===== config.mk =====
export PLATFORM = sky130hd
export DESIGN_NAME = mbb_ctrl
export DESIGN_NICKNAME = d
export VERILOG_FILES = /design/src/sv/mbb_pkg.sv /design/src/sv/mbb_ctrl.sv
export SDC_FILE = /design/constraint.sdc
export NUM_CORES = 1
export LEC_CHECK = 0
export ABC_AREA = 1
export BUFFER_PORTS_ARGS = -buffer_cell sky130_fd_sc_hd__buf_2
export CAP_MARGIN = 30
export CORE_AREA = 8 8 45 47
export DETAILED_ROUTE_END_ITERATION = 12
export DIE_AREA = 0 0 53 55
export PLACE_DENSITY_LB_ADDON = 0.25
export RECOVER_POWER = 100
export REMOVE_ABC_BUFFERS = 1
export SETUP_SLACK_MARGIN = 0.2
export SYNTH_ARGS = -nofsm -noshare
export SYNTH_HDL_FRONTEND = slang
export SYNTH_SLANG_ARGS = --single-unit

===== constraint.sdc =====
create_clock -name i_clk -period 2.4 [get_ports i_clk]
set_input_delay 0.48 -clock i_clk [delete_from_list [all_inputs] [get_ports i_clk]]
set_output_delay 0.48 -clock i_clk [all_outputs]
set_load 0.005 [all_outputs]

===== src/sv/mbb_pkg.sv =====
// Shared types and constants for the mesh bounding box / sphere block.
`timescale 1ns / 1ps
package mbb_pkg;

    localparam logic signed [31:0] POS_MOST = 32'sh7FFF_FFFF;
    localparam logic signed [31:0] NEG_MOST = 32'sh8000_0000;
    localparam int SQRT_STEPS = 32;
    localparam logic [2:0] REG_BOUND_MODE = 3'd0;

    typedef struct packed {
        logic signed [31:0] pos_x;
        logic signed [31:0] pos_y;
        logic signed [31:0] pos_z;
        logic               last_vertex;
    } t_in_item;

    typedef struct packed {
        logic signed [31:0] min_x;
        logic signed [31:0] min_y;
        logic signed [31:0] min_z;
        logic signed [31:0] max_x;
        logic signed [31:0] max_y;
        logic signed [31:0] max_z;
        logic signed [31:0] center_x;
        logic signed [31:0] center_y;
        logic signed [31:0] center_z;
        logic        [32:0] radius;
    } t_out_item;

    typedef enum logic [2:0] {
        ST_IDLE,
        ST_CENTER,
        ST_SWEEP,
        ST_DRAIN,
        ST_SQRT,
        ST_OUT
    } t_state;

    typedef struct packed {
        logic accept;     // take a vertex
        logic box_out;    // emit box result and clear
        logic center_en;  // compute sphere centre
        logic sweep_init; // zero read address and best distance
        logic rd_en;      // issue one store read
        logic sqrt_init;  // load root unit
        logic sqrt_step;  // one root iteration
        logic sphere_out; // emit sphere result and clear
    } t_cmd;

    typedef struct packed {
        logic rd_last;
        logic pipe_busy;
        logic sqrt_last;
    } t_sts;

endpackage


===== src/sv/mbb_ctrl.sv =====
// Controller state machine: vertex load, sphere sweep and square root sequencing.
`timescale 1ns / 1ps
module mbb_ctrl (
    input  logic          i_clk,
    input  logic          i_rst_n,
    input  logic          i_start,
    input  logic          i_last,
    input  logic          i_mode,
    input  mbb_pkg::t_sts i_sts,
    output mbb_pkg::t_cmd o_cmd,
    output logic          o_busy
);
    import mbb_pkg::*;

    t_state r_state;
    t_state n_state;

    always_ff @(posedge i_clk) begin
        if (!i_rst_n) begin
            r_state <= ST_IDLE;
        end else begin
            r_state <= n_state;
        end
    end

    always_comb begin
        n_state = r_state;
        o_cmd   = '0;
        o_busy  = 1'b1;
        case (r_state)
            ST_IDLE: begin
                o_busy = 1'b0;
                if (i_start) begin
                    o_cmd.accept = 1'b1;
                    if (i_last && !i_mode) begin
                        o_cmd.box_out = 1'b1;
                    end else if (i_last) begin
                        n_state = ST_CENTER;
                    end
                end
            end
            ST_CENTER: begin
                o_cmd.center_en  = 1'b1;
                o_cmd.sweep_init = 1'b1;
                n_state          = ST_SWEEP;
            end
            ST_SWEEP: begin
                o_cmd.rd_en = 1'b1;
                if (i_sts.rd_last) begin
                    n_state = ST_DRAIN;
                end
            end
            ST_DRAIN: begin
                if (!i_sts.pipe_busy) begin
                    o_cmd.sqrt_init = 1'b1;
                    n_state         = ST_SQRT;
                end
            end
            ST_SQRT: begin
                o_cmd.sqrt_step = 1'b1;
                if (i_sts.sqrt_last) begin
                    n_state = ST_OUT;
                end
            end
            ST_OUT: begin
                o_cmd.sphere_out = 1'b1;
                n_state          = ST_IDLE;
            end
            default: begin
                n_state = ST_IDLE;
            end
        endcase
    end

`ifndef ASSERT_OFF
    a_sphere_go: assert property (@(posedge i_clk) disable iff (!i_rst_n)
        (o_cmd.accept && i_last && i_mode) |=> (r_state == ST_CENTER))
        else $error("sphere mesh end did not start the centre step");
    a_sqrt_end: assert property (@(posedge i_clk) disable iff (!i_rst_n)
        (r_state == ST_SQRT && i_sts.sqrt_last) |=> (r_state == ST_OUT))
        else $error("root unit finished without output");
    a_out_idle: assert property (@(posedge i_clk) disable iff (!i_rst_n)
        (r_state == ST_OUT) |=> (r_state == ST_IDLE && !o_busy))
        else $error("block not idle after sphere output");
`endif

endmodule


==> impl_results.rst, run 1 <==
.. list-table::
   :header-rows: 1

   * - Metric
     - Value
   * - Sequential group share of total power
     - 0.211
   * - Synth Instances
     - 50
   * - Register with the highest flop count
     - r_state
   * - Hold/Removal Path Class
     - in -> reg
   * - DRC viols
     - 0
   * - Run status
     - completed
   * - Via total after detailed routing
     - 332
   * - Overall track demand over capacity in global routing
     - 0.0557
   * - Number of cells on the worst reg-to-reg path
     - 7
   * - Clock tree from TritonCTS
     - done
   * - Pwr per Cell Area
     - roughly 1400 nW/um^2
   * - Stage delay of the slowest cell on the critical path
     - between 0.3 and 0.4 ns
   * - Maximum clock rate
     - ~570 MHz
   * - Vias/cell
     - between 3 and 4
   * - Area share of xor/xnor cells in the synthesized design
     - 0
   * - Antenna Violating Nets Remaining
     - 0
   * - Top flop regs
     - r_state: 3 flops
   * - Routed wire length
     - around 730 um
   * - Max_slew headroom
     - 0.788
   * - Clock group share of total power
     - 0.164
   * - Sw Pwr
     - between 0.2 and 0.3 mW
   * - Placer Congestion
     - 0.754
   * - Cell type with the highest aggregate area in the netlist
     - sky130_fd_sc_hd__dfxtp_1
   * - Slowest CP cell
     - sky130_fd_sc_hd__dfxtp_1
   * - Number of global-route vias before repair
     - around 300
   * - Max IR drop VDD
     - 0.431 mV
   * - Count of routing violations after the opening detailed-route iteration
     - 3
   * - Number of buffers between clock root and the deepest sink
     - 2
   * - Number of flip-flops and latches in the synthesized netlist
     - 3
   * - Part of the cycle the worst path needs
     - 0.726
   * - Area of the core
     - 1380 um^2
   * - Leakage power figure
     - 0.220 nW
   * - Count of endpoints failing setup in the final report
     - 0
   * - Timing startpoint of the critical path
     - r_state[1]
   * - Number of slew-limit violations in the final report
     - 0
   * - Number of cells on the critical path
     - 4
   * - Die outline area
     - just under 3000 um^2
   * - Adder and majority cell fraction of the synthesized area
     - 0
   * - Post-CTS Hold Fix Bufs
     - 0
   * - Type of destination of the critical path
     - output port
   * - Cell type group with the largest total delay on the critical path
     - simple AND/OR/NAND/NOR gates
   * - Starting density of the core
     - 0.198
   * - Switching fraction of total power
     - 0.498
   * - Min cycle time layout
     - between 1.5 and 2 ns
   * - Router iterations before antenna repair
     - 3
   * - Global-route wire length before repair
     - 1190 um
   * - Share of cells above drive strength 1
     - 0.246
   * - Fraction of post-synthesis cell area in the top cell type by area
     - 0.219
   * - Max-cap check violation count
     - 0
   * - Register-to-register setup slack
     - 1.07 ns
   * - Clock slew at reported path FFs
     - roughly 0.040 ns
   * - Relative area change from synthesis to final layout
     - 36.5%
   * - Number of clock sinks seen by CTS
     - 3
   * - Worst hold slack across all endpoints
     - around 0.50 ns
   * - Unrepaired setup endpoints after global routing
     - false
   * - Critical R2R Launch
     - r_state[2]
   * - Kind of critical path
     - reg -> out
   * - Diode insertion count for antenna repair
     - 0
   * - H-tree level count
     - 1
   * - Skew final
     - between 0.0006 and 0.0007 ns
   * - Top-level port count
     - 17
   * - Endpoint required time on the critical path
     - approximately 1.9 ns
   * - Critical R2R Capture
     - r_state[0]
   * - Synth area leaders
     - sky130_fd_sc_hd__dfxtp_1 22%, sky130_fd_sc_hd__nand2_1 15%, sky130_fd_sc_hd__nor2_1 14%
   * - GRT Residual Overflow
     - 0
   * - Combinational family with the most area after synthesis
     - simple AND/OR/NAND/NOR gates
   * - Number of nets in the layout
     - between 70 and 80
   * - Warnings from Yosys
     - 0
   * - Pin count of the biggest net entering global routing
     - 8
   * - Buf/Inv on CP
     - 1
   * - Fraction of the mapped netlist area in compound gates
     - 0.0639
   * - Post-synthesis average cell area
     - between 5 and 6 um^2
   * - Multiplexer area fraction after synthesis
     - 0
   * - Num rows
     - 14
   * - Max FFs per register
     - 3
   * - Port Buffer Count
     - 16
   * - Share of the yosys chip area belonging to registers
     - 0.219
   * - Crit path arrival time
     - 1.26 ns
   * - Number of antenna violations at the first check in global routing
     - 0
   * - Final total power
     - between 0.5 and 0.6 mW
   * - Number of buffers created by CTS
     - 3
   * - Startpoint type of the worst setup path
     - flop
   * - Crit-path max FO
     - 5
   * - Count of unique library cells instantiated by Yosys
     - 14
   * - Setup Fix Bufs, Post-CTS
     - 0
   * - End point of the critical path
     - o_cmd[6]
   * - Chip width
     - 53 um
   * - Proportion of power drawn by combinational gates
     - 0.625
   * - Detailed-route wire length per cell
     - approximately 8.6 um
   * - HPWL after DPL
     - 618 um
   * - Power Internal
     - between 0.2 and 0.3 mW
   * - Cell chain of the critical path
     - nor2_1 > nand2_1 > nor3_1 > clkbuf_1
   * - Tightest Pin Transition
     - about 0.32 ns
   * - Post-Synth Simple-Gate Area
     - 0.553
   * - Final-report hold violation count
     - 0
   * - Clk root buf
     - sky130_fd_sc_hd__clkbuf_4
   * - Quantity of gates resized following cts
     - 0
   * - Post-synth design cell area
     - approximately 270 um^2
   * - Height of the chip
     - around 55 um
   * - Later-pin clock latency in the skew report
     - 0.23 ns
   * - Setup total negative slack
     - 0 ns
==> worst min-delay path: cells and delay by family <==
| family | cells | cell delay (ns) |
|---|---|---|
| AND/OR/NAND/NOR | 1 | 0.03 |
| buffers and inverters | 2 | 0.17 |
==> worst min-delay path by stage <==
stage,endpoint,from,depth (start not counted)
2_1_floorplan,r_state[1],r_state[1],2
5_1_grt,r_state[0],i_rst_n,3
4_1_cts,r_state[0],i_rst_n,3
6_report,r_state[0],i_rst_n,3
3_5_place_dp,r_state[1],r_state[1],2
3_3_place_gp,r_state[1],r_state[1],2
==> through the flow <==
step	util	cell area, um^2	instances	setup slack [ns]
final	0.270	374	85	0.657
after global routing	0.270	374	85	0.533
after detailed placement	0.265	367	81	1.00
after floorplan	-	267	49	1.12
after global placement	0.265	367	81	1.02
after CTS	0.284	393	85	0.747
==> cells in the final DEF (no fill, tap or decap), drive strengths merged <==
master	count
a21oi	2
buf	10
clkbuf	10
dfxtp	3
inv	10
nand2	13
nand3	5
nand4	1
nor2	13
nor3	1
o21bai	1
==> per-layer routing <==
| layer | global-route usage | wire length, um |
|---|---|---|
| met1 | 0.0637 | 346 |
| met2 | 0.0781 | 301 |
| met3 | 0.0294 | 85 |
| met4 | 0.0388 | 0 |
| met5 | 0 | 0 |
==> power groups by stage <==
stage | Clock (mW) | Combinational, mW | Sequential [mW]
3_5_place_dp | 0 | 0.365 | 0.118
3_3_place_gp | 0 | 0.368 | 0.118
6_report | 0.0866 | 0.331 | 0.112
2_1_floorplan | 0 | 0.260 | 0.111
4_1_cts | 0.0912 | 0.367 | 0.117
5_1_grt | 0.0987 | 0.381 | 0.117
==> cell usage after synthesis, drive strengths merged <==
| cell type | count |
|---|---|
| inv | 10 |
| o21bai | 1 |
| nor2 | 13 |
| nand4 | 1 |
| nand3 | 5 |
| nand2 | 13 |
| dfxtp | 3 |
| buf | 1 |
| a21oi | 2 |
| nor3 | 1 |
==> cell type report <==
type | count | area (um^2)
clock buffers | 4 | 26.3
fillers | 177 | 1010
inverters | 10 | 37.5
multi-input cells | 36 | 156
flip-flops and latches | 3 | 60.1
well taps | 16 | 20.0
repair buffers | 16 | 73.8
==> cells by family after synthesis <==
| kind of cell | count (synthesis) |
|---|---|
| AOI/OAI and AO/OA | 3 |
| and+or+nand+nor | 33 |
| DFF | 3 |
| buffers and inverters | 11 |
No activity file was read; power rests on OpenSTA's default activity.
==> inputs of run 2 (changes only) <==
Clock period 2.4 ns to 1.63 ns, I/O delays scaled along.
==> run 2 against run 1 <==
Final cell count is 3.5% higher. Register-to-register slack worse by 0.82 ns. Wire length increased by 2.6%. Clock power is 48% higher. Highest routed layer unchanged. Critical path depth stayed put. Largest power group unchanged. Sequential power is 70% higher. Largest cell class unchanged. Count of clock-buffer cells in the layout unchanged. Flip-flop and latch count unchanged. Via count is 2.1% higher. Non-clock buffer count rose by 3.
==> impl_results.rst, run 2 (same netlist as run 1, synthesis figures left out) <==
.. list-table::
   :header-rows: 1

   * - Metric
     - Value
   * - Area of the core
     - 1380 um^2 (unchanged)
   * - Max IR drop VDD
     - 0.628 mV (+46%)
   * - Post-layout instance count excluding filler cells
     - 88 (+3.5%)
   * - Num rows
     - 14 (unchanged)
   * - Skew final
     - 0.000245 ns (-0.000431 ns)
   * - Tightest Pin Transition
     - 0.308 ns (-0.00918 ns)
   * - Clk root buf
     - sky130_fd_sc_hd__clkbuf_4
   * - Relative area change from synthesis to final layout
     - 48.9%
   * - Number of filler cells placed in the layout
     - 179 (+1.1%)
   * - Most common cell after layout, fill and taps aside
     - sky130_fd_sc_hd__nor2_1
   * - Part of the cycle the worst path needs
     - 0.868
   * - Max_slew headroom
     - 0.794 (+0.00614)
   * - Routed wire length
     - 753 um (+2.6%)
   * - Type of destination of the critical path
     - output port
   * - Count of routing violations after the opening detailed-route iteration
     - 3 (unchanged)
   * - Die outline area
     - 2920 um^2 (unchanged)
   * - Later-pin clock latency in the skew report
     - 0.23 ns (about the same)
   * - Global-route wire length before repair
     - 1180 um (-1.2%)
   * - Cell count after placement
     - 81 (unchanged)
   * - Number of global-route vias before repair
     - 309 (+0.65%)
   * - Hold/Removal Path Class
     - in -> reg
   * - Detailed-route wire length per cell
     - 8.56 um (-0.91%)
   * - Router iterations before antenna repair
     - 4 (+1)
   * - Via total after detailed routing
     - 339 (+2.1%)
   * - Diode insertion count for antenna repair
     - 0 (unchanged)
   * - Final-report hold violation count
     - 0 (unchanged)
   * - Min cycle time layout
     - roughly 1.4 ns
   * - HPWL after DPL
     - 626 um (+1.3%)
   * - Placer Congestion
     - 0.757 (+0.48%)
   * - Worst slack, placed
     - 0.390 ns (-0.610 ns)
   * - Pwr per Cell Area
     - 2130 nW/um^2 (+51%)
   * - Number of slew-limit violations in the final report
     - 0 (unchanged)
   * - Vias/cell
     - 3.85 (-1.4%)
   * - Crit-path max FO
     - 6 (+1)
   * - Run status
     - completed
   * - Setup total negative slack
     - 0 ns (unchanged)
   * - Starting density of the core
     - 0.198 (unchanged)
   * - Pin count of the biggest net entering global routing
     - 8 (unchanged)
   * - Post-CTS Hold Fix Bufs
     - 0 (unchanged)
   * - Overall track demand over capacity in global routing
     - 0.0546 (-0.00115)
   * - Share of cells above drive strength 1
     - 0.319 (+0.0731)
   * - Antenna Violating Nets Remaining
     - 0 (unchanged)
   * - Number of buffers between clock root and the deepest sink
     - 2 (unchanged)
   * - Max-cap check violation count
     - 0 (unchanged)
   * - Top flop regs
     - r_state: 3 flops
   * - Kind of critical path
     - reg -> out
   * - Unrepaired setup endpoints after global routing
     - true
   * - Maximum clock rate
     - 707 MHz
   * - Count of endpoints failing setup in the final report
     - 0 (unchanged)
   * - H-tree level count
     - 1 (unchanged)
   * - Crit path arrival time
     - 1.09 ns (-0.17 ns)
   * - Number of buffers created by CTS
     - 3 (unchanged)
   * - Top-level port count
     - 17 (unchanged)
   * - Number of clock sinks seen by CTS
     - 3 (unchanged)
   * - GRT Residual Overflow
     - 0 (unchanged)
   * - Worst hold slack across all endpoints
     - 0.327 ns (-0.170 ns)
   * - Port Buffer Count
     - 16 (unchanged)
   * - Crit path setup slack, layout
     - 0.215 ns (-0.442 ns)
   * - Max FFs per register
     - 3 (unchanged)
   * - Clock tree from TritonCTS
     - done
   * - DRC viols
     - 0 (unchanged)
   * - Highest-count cells in the layout ignoring fill and taps
     - 12 x sky130_fd_sc_hd__nor2_1, 11 x sky130_fd_sc_hd__nand2_1, 10 x sky130_fd_sc_hd__buf_2
   * - Chip width
     - 53 um (unchanged)
   * - Height of the chip
     - 55 um (unchanged)
   * - Number of nets in the layout
     - 81 (+3.8%)
   * - Startpoint type of the worst setup path
     - flop
   * - Register with the highest flop count
     - r_state
   * - Clock slew at reported path FFs
     - 0.04 ns (about the same)
   * - Number of antenna violations at the first check in global routing
     - 0 (unchanged)
   * - Endpoint required time on the critical path
     - 1.30 ns (-0.62 ns)
   * - Leakage power figure
     - 0.233 nW (+5.8%)
   * - Final total power
     - 0.869 mW (+64%)
==> run 2: repair_timing <==
item | 4_1_cts | 5_1_grt
setup buffers | 0 | 3
resized for setup | 2 | 4
endpoints found under the setup margin | 2 | 7
pin swaps | 0 | 1
endpoints found under the hold margin | 0 | 0
==> run 2: stage by stage <==
step                      cell area (um^2)   util
after global routing                   408  0.295
after detailed placement               367  0.265
after CTS                              399  0.288
after floorplan                        267      -
final                                  408  0.295
after global placement                 367  0.265
==> run 2: layout make-up <==
cell class | instances | area (um^2) | share of cell area
inverters | 10 | 37.5 | 0.0920
flip-flops and latches | 3 | 65.1 | 0.160
repair buffers | 19 | 95.1 | 0.233
multi-input cells | 36 | 164 | 0.402
well taps | 16 | 20.0 | 0.0491
clock buffers | 4 | 26.3 | 0.0644
==> run 2: power breakdown <==
part,switching [mW],total [mW],internal [mW]
logic,0.309,0.550,0.242
registers,0.0661,0.190,0.124
clock network,0.0365,0.128,0.0916
==> run 2: layer usage <==
layer  up-vias  part of all wire  global-route usage
met4         0                 0              0.0517
met5         -                 0                   0
met1       133              0.43              0.0545
li1        194                 -                   -
met3         0              0.13              0.0241
met2        12              0.44              0.0840
==> run 2: worst max-delay path: stages (launching register included) <==
cell and delay [ns]:
sky130_fd_sc_hd__dfxtp_2 0.34, sky130_fd_sc_hd__nor2_4 0.15, sky130_fd_sc_hd__nand2_1 0.10, sky130_fd_sc_hd__nor3_1 0.14, sky130_fd_sc_hd__clkbuf_1 0.13
==> run 2: final timing paths <==
| path | from | cells past startpoint | slack, ns | end |
|---|---|---|---|---|
| worst max-delay path | r_state[0] | 4 | 0.21 | o_cmd[6] |
| worst min-delay path | i_rst_n | 3 | 0.33 | r_state[0] |
| worst max register to register | r_state[2] | 8 | 0.25 | r_state[0] |
| worst min register to register | r_state[1] | 2 | 0.54 | r_state[1] |
==> inputs of run 3 (changes only) <==
Clock period 1.63 ns to 1.5 ns, I/O delays scaled along.
==> run 3 against run 2 <==
Final cell count unchanged. Critical path depth unchanged. Total power up 16%. Clock skew up 0.0035 ns. Register-to-register slack worse by 0.02 ns. Sequential share of layout area up 0.38 points. Combinational power up 15%. Global-route usage up 0.27 points. Flip-flop and latch count unchanged. Cell area up 7.1%. Die area unchanged. Highest routed layer is now met4.
==> impl_results.rst, run 3 (same netlist as run 1, synthesis figures left out) <==
.. list-table::
   :header-rows: 1

   * - Metric
     - Value
   * - Skew final
     - 0.00379 ns (+0.00355 ns)
   * - Maximum clock rate
     - between 700 and 800 MHz
   * - Chip width
     - 53 um (unchanged)
   * - Die outline area
     - 2920 um^2 (unchanged)
   * - Router iterations before antenna repair
     - 4 (unchanged)
   * - Max_slew headroom
     - 0.790 (-0.00415)
   * - Placement Cell Area
     - 367 um^2 (unchanged)
   * - Critical R2R Launch
     - r_state[2]
   * - Power Internal
     - 0.534 mW (+17%)
   * - Highest-count cells in the layout ignoring fill and taps
     - 14 x sky130_fd_sc_hd__buf_2, 11 x sky130_fd_sc_hd__nand2_1, 10 x sky130_fd_sc_hd__nor2_1
   * - DRC viols
     - 0 (unchanged)
   * - Setup total negative slack
     - 0 ns (unchanged)
   * - Via total after detailed routing
     - 359 (+5.9%)
   * - Vias/cell
     - 4.08 (+5.9%)
   * - Max IR drop VDD
     - 0.849 mV (+35%)
   * - Height of the chip
     - 55 um (unchanged)
   * - Number of nets in the layout
     - 81 (unchanged)
   * - Pwr per Cell Area
     - 2300 nW/um^2 (+8.1%)
   * - Overall track demand over capacity in global routing
     - 0.0573 (+0.00273)
   * - Placer Congestion
     - 0.739 (-2.4%)
   * - Detailed-route wire length per cell
     - 8.56 um (unchanged)
   * - Port Buffer Count
     - 16 (unchanged)
   * - Number of cells on the worst reg-to-reg path
     - 8 (unchanged)
   * - Run status
     - completed
   * - Clock slew at reported path FFs
     - 0.04 ns (about the same)
   * - Switching fraction of total power
     - 0.469 (-0.00513)
   * - Startpoint type of the worst setup path
     - flop
   * - Crit-path max FO
     - 5 (-1)
   * - Part of the cycle the worst path needs
     - 0.900
   * - Number of antenna violations at the first check in global routing
     - 0 (unchanged)
   * - Number of clock sinks seen by CTS
     - 3 (unchanged)
   * - Antenna Violating Nets Remaining
     - 0 (unchanged)
   * - Share of cells above drive strength 1
     - 0.417 (+0.0972)
   * - Relative area change from synthesis to final layout
     - 59.4%
   * - Max FFs per register
     - 3 (unchanged)
   * - Leakage power figure
     - 0.250 nW (+7.3%)
   * - Min cycle time layout
     - about 1.4 ns
   * - Finished layout cell area
     - 437 um^2 (+7.1%)
   * - Critical R2R Capture
     - r_state[1]
   * - Routed wire length
     - 753 um (unchanged)
   * - Pin count of the biggest net entering global routing
     - 8 (unchanged)
   * - Sw Pwr
     - 0.471 mW (+15%)
   * - Register with the highest flop count
     - r_state
   * - Tightest Pin Transition
     - 0.314 ns (+0.00620 ns)
   * - HPWL after DPL
     - 622 um (-0.73%)
   * - Slowest CP cell
     - sky130_fd_sc_hd__dfxtp_4
   * - Type of destination of the critical path
     - output port
   * - Number of global-route vias before repair
     - 308 (-0.32%)
   * - Post-CTS Hold Fix Bufs
     - 0 (unchanged)
   * - End of the worst hold path
     - r_state[0]
   * - Final total power
     - 1.01 mW (+16%)
   * - Max-cap check violation count
     - 0 (unchanged)
   * - Clk root buf
     - sky130_fd_sc_hd__clkbuf_4
   * - Count of endpoints failing setup in the final report
     - 0 (unchanged)
   * - H-tree level count
     - 1 (unchanged)
   * - Number of buffers created by CTS
     - 3 (unchanged)
   * - Area of the core
     - 1380 um^2 (unchanged)
   * - Later-pin clock latency in the skew report
     - 0.23 ns (about the same)
   * - Number of instances on the worst hold path
     - 3 (unchanged)
   * - Kind of critical path
     - reg -> out
   * - Stage delay of the slowest cell on the critical path
     - 0.35 ns (about the same)
   * - Cell chain of the critical path
     - nor2_4 > nand2_1 > nor3_2 > buf_2
   * - Crit path arrival time
     - 1.05 ns (-0.04 ns)
   * - Endpoint required time on the critical path
     - 1.20 ns (-0.10 ns)
   * - Sequential group share of total power
     - 0.229 (+0.010)
   * - Number of slew-limit violations in the final report
     - 0 (unchanged)
   * - Final-report hold violation count
     - 0 (unchanged)
   * - Hold/Removal Path Class
     - in -> reg
   * - Diode insertion count for antenna repair
     - 0 (unchanged)
   * - Count of routing violations after the opening detailed-route iteration
     - 4 (+1)
   * - Num rows
     - 14 (unchanged)
   * - Number of buffers between clock root and the deepest sink
     - 2 (unchanged)
   * - Clock tree from TritonCTS
     - done
   * - Starting density of the core
     - 0.198 (unchanged)
   * - Top flop regs
     - r_state: 3 flops
   * - Register-to-register setup slack
     - 0.23 ns (-0.02 ns)
   * - Proportion of power drawn by combinational gates
     - 0.631 (-0.003)
   * - Global-route wire length before repair
     - 1200 um (+1.8%)
   * - Most common cell after layout, fill and taps aside
     - sky130_fd_sc_hd__buf_2
   * - Source of the worst hold timing path
     - i_rst_n
   * - GRT Residual Overflow
     - 0 (unchanged)
   * - Top-level port count
     - 17 (unchanged)
   * - Clock group share of total power
     - 0.140 (-0.008)
   * - Unrepaired setup endpoints after global routing
     - true
[run 3: power groups by stage]
stage / Combinational [mW] / Clock (mW) / Sequential, mW
2_1_floorplan: 0.416 / 0 / 0.178
3_3_place_gp: 0.589 / 0 / 0.188
3_5_place_dp: 0.584 / 0 / 0.189
4_1_cts: 0.650 / 0.149 / 0.212
5_1_grt: 0.725 / 0.158 / 0.240
6_report: 0.634 / 0.141 / 0.231
[run 3: routing by layer]
layer / vias up / track usage / part of all wire
met3: 4 / 0.0267 / 0.13
met2: 14 / 0.0820 / 0.41
met5: - / 0 / 0
li1: 197 / - / -
met4: 0 / 0.0647 / 0.031
met1: 144 / 0.0575 / 0.43
[run 3: repair_timing]
item,4_1_cts,5_1_grt
buffers inserted,2,1
gates resized for setup,6,7
setup endpoints to repair,9,7
pin swaps,1,4
[run 3: cell type report]
class	count	area, um^2
Fill cell	175	947
Multi-Input combinational cell	36	179
Inverter	10	40.0
Clock buffer	4	26.3
Tap cell	16	20.0
Sequential cell	3	71.3
Timing Repair Buffer	19	100
[run 3: worst max-delay path by stage]
| stage | startpoint | endpoint | slack, ns | depth (start not counted) |
|---|---|---|---|---|
| final | r_state[1] | o_cmd[6] | 0.15 | 4 |
| after global placement | r_state[1] | o_cmd[6] | 0.31 | 4 |
| after floorplan | r_state[1] | o_cmd[6] | 0.40 | 3 |
| after detailed placement | r_state[1] | o_cmd[6] | 0.29 | 4 |
| after CTS | r_state[0] | o_cmd[6] | 0.14 | 4 |
| after global routing | r_state[1] | o_cmd[6] | 0.06 | 4 |
[run 3: critical path: cells and delay by family, from the launching register on]
family / cells / cell delay [ns]
DFF: 1 / 0.35
buffers and inverters: 1 / 0.13
and+or+nand+nor: 3 / 0.33
[run 3: stage by stage]
stage          hold slack (ns)  utilization  cells  setup slack [ns]
2_1_floorplan            0.411            -     49             0.403
6_report                 0.301        0.316     88             0.149
4_1_cts                  0.296        0.305     87             0.143
3_3_place_gp             0.545        0.265     81             0.310
3_5_place_dp             0.542        0.265     81             0.287
5_1_grt                  0.305        0.316     88            0.0619
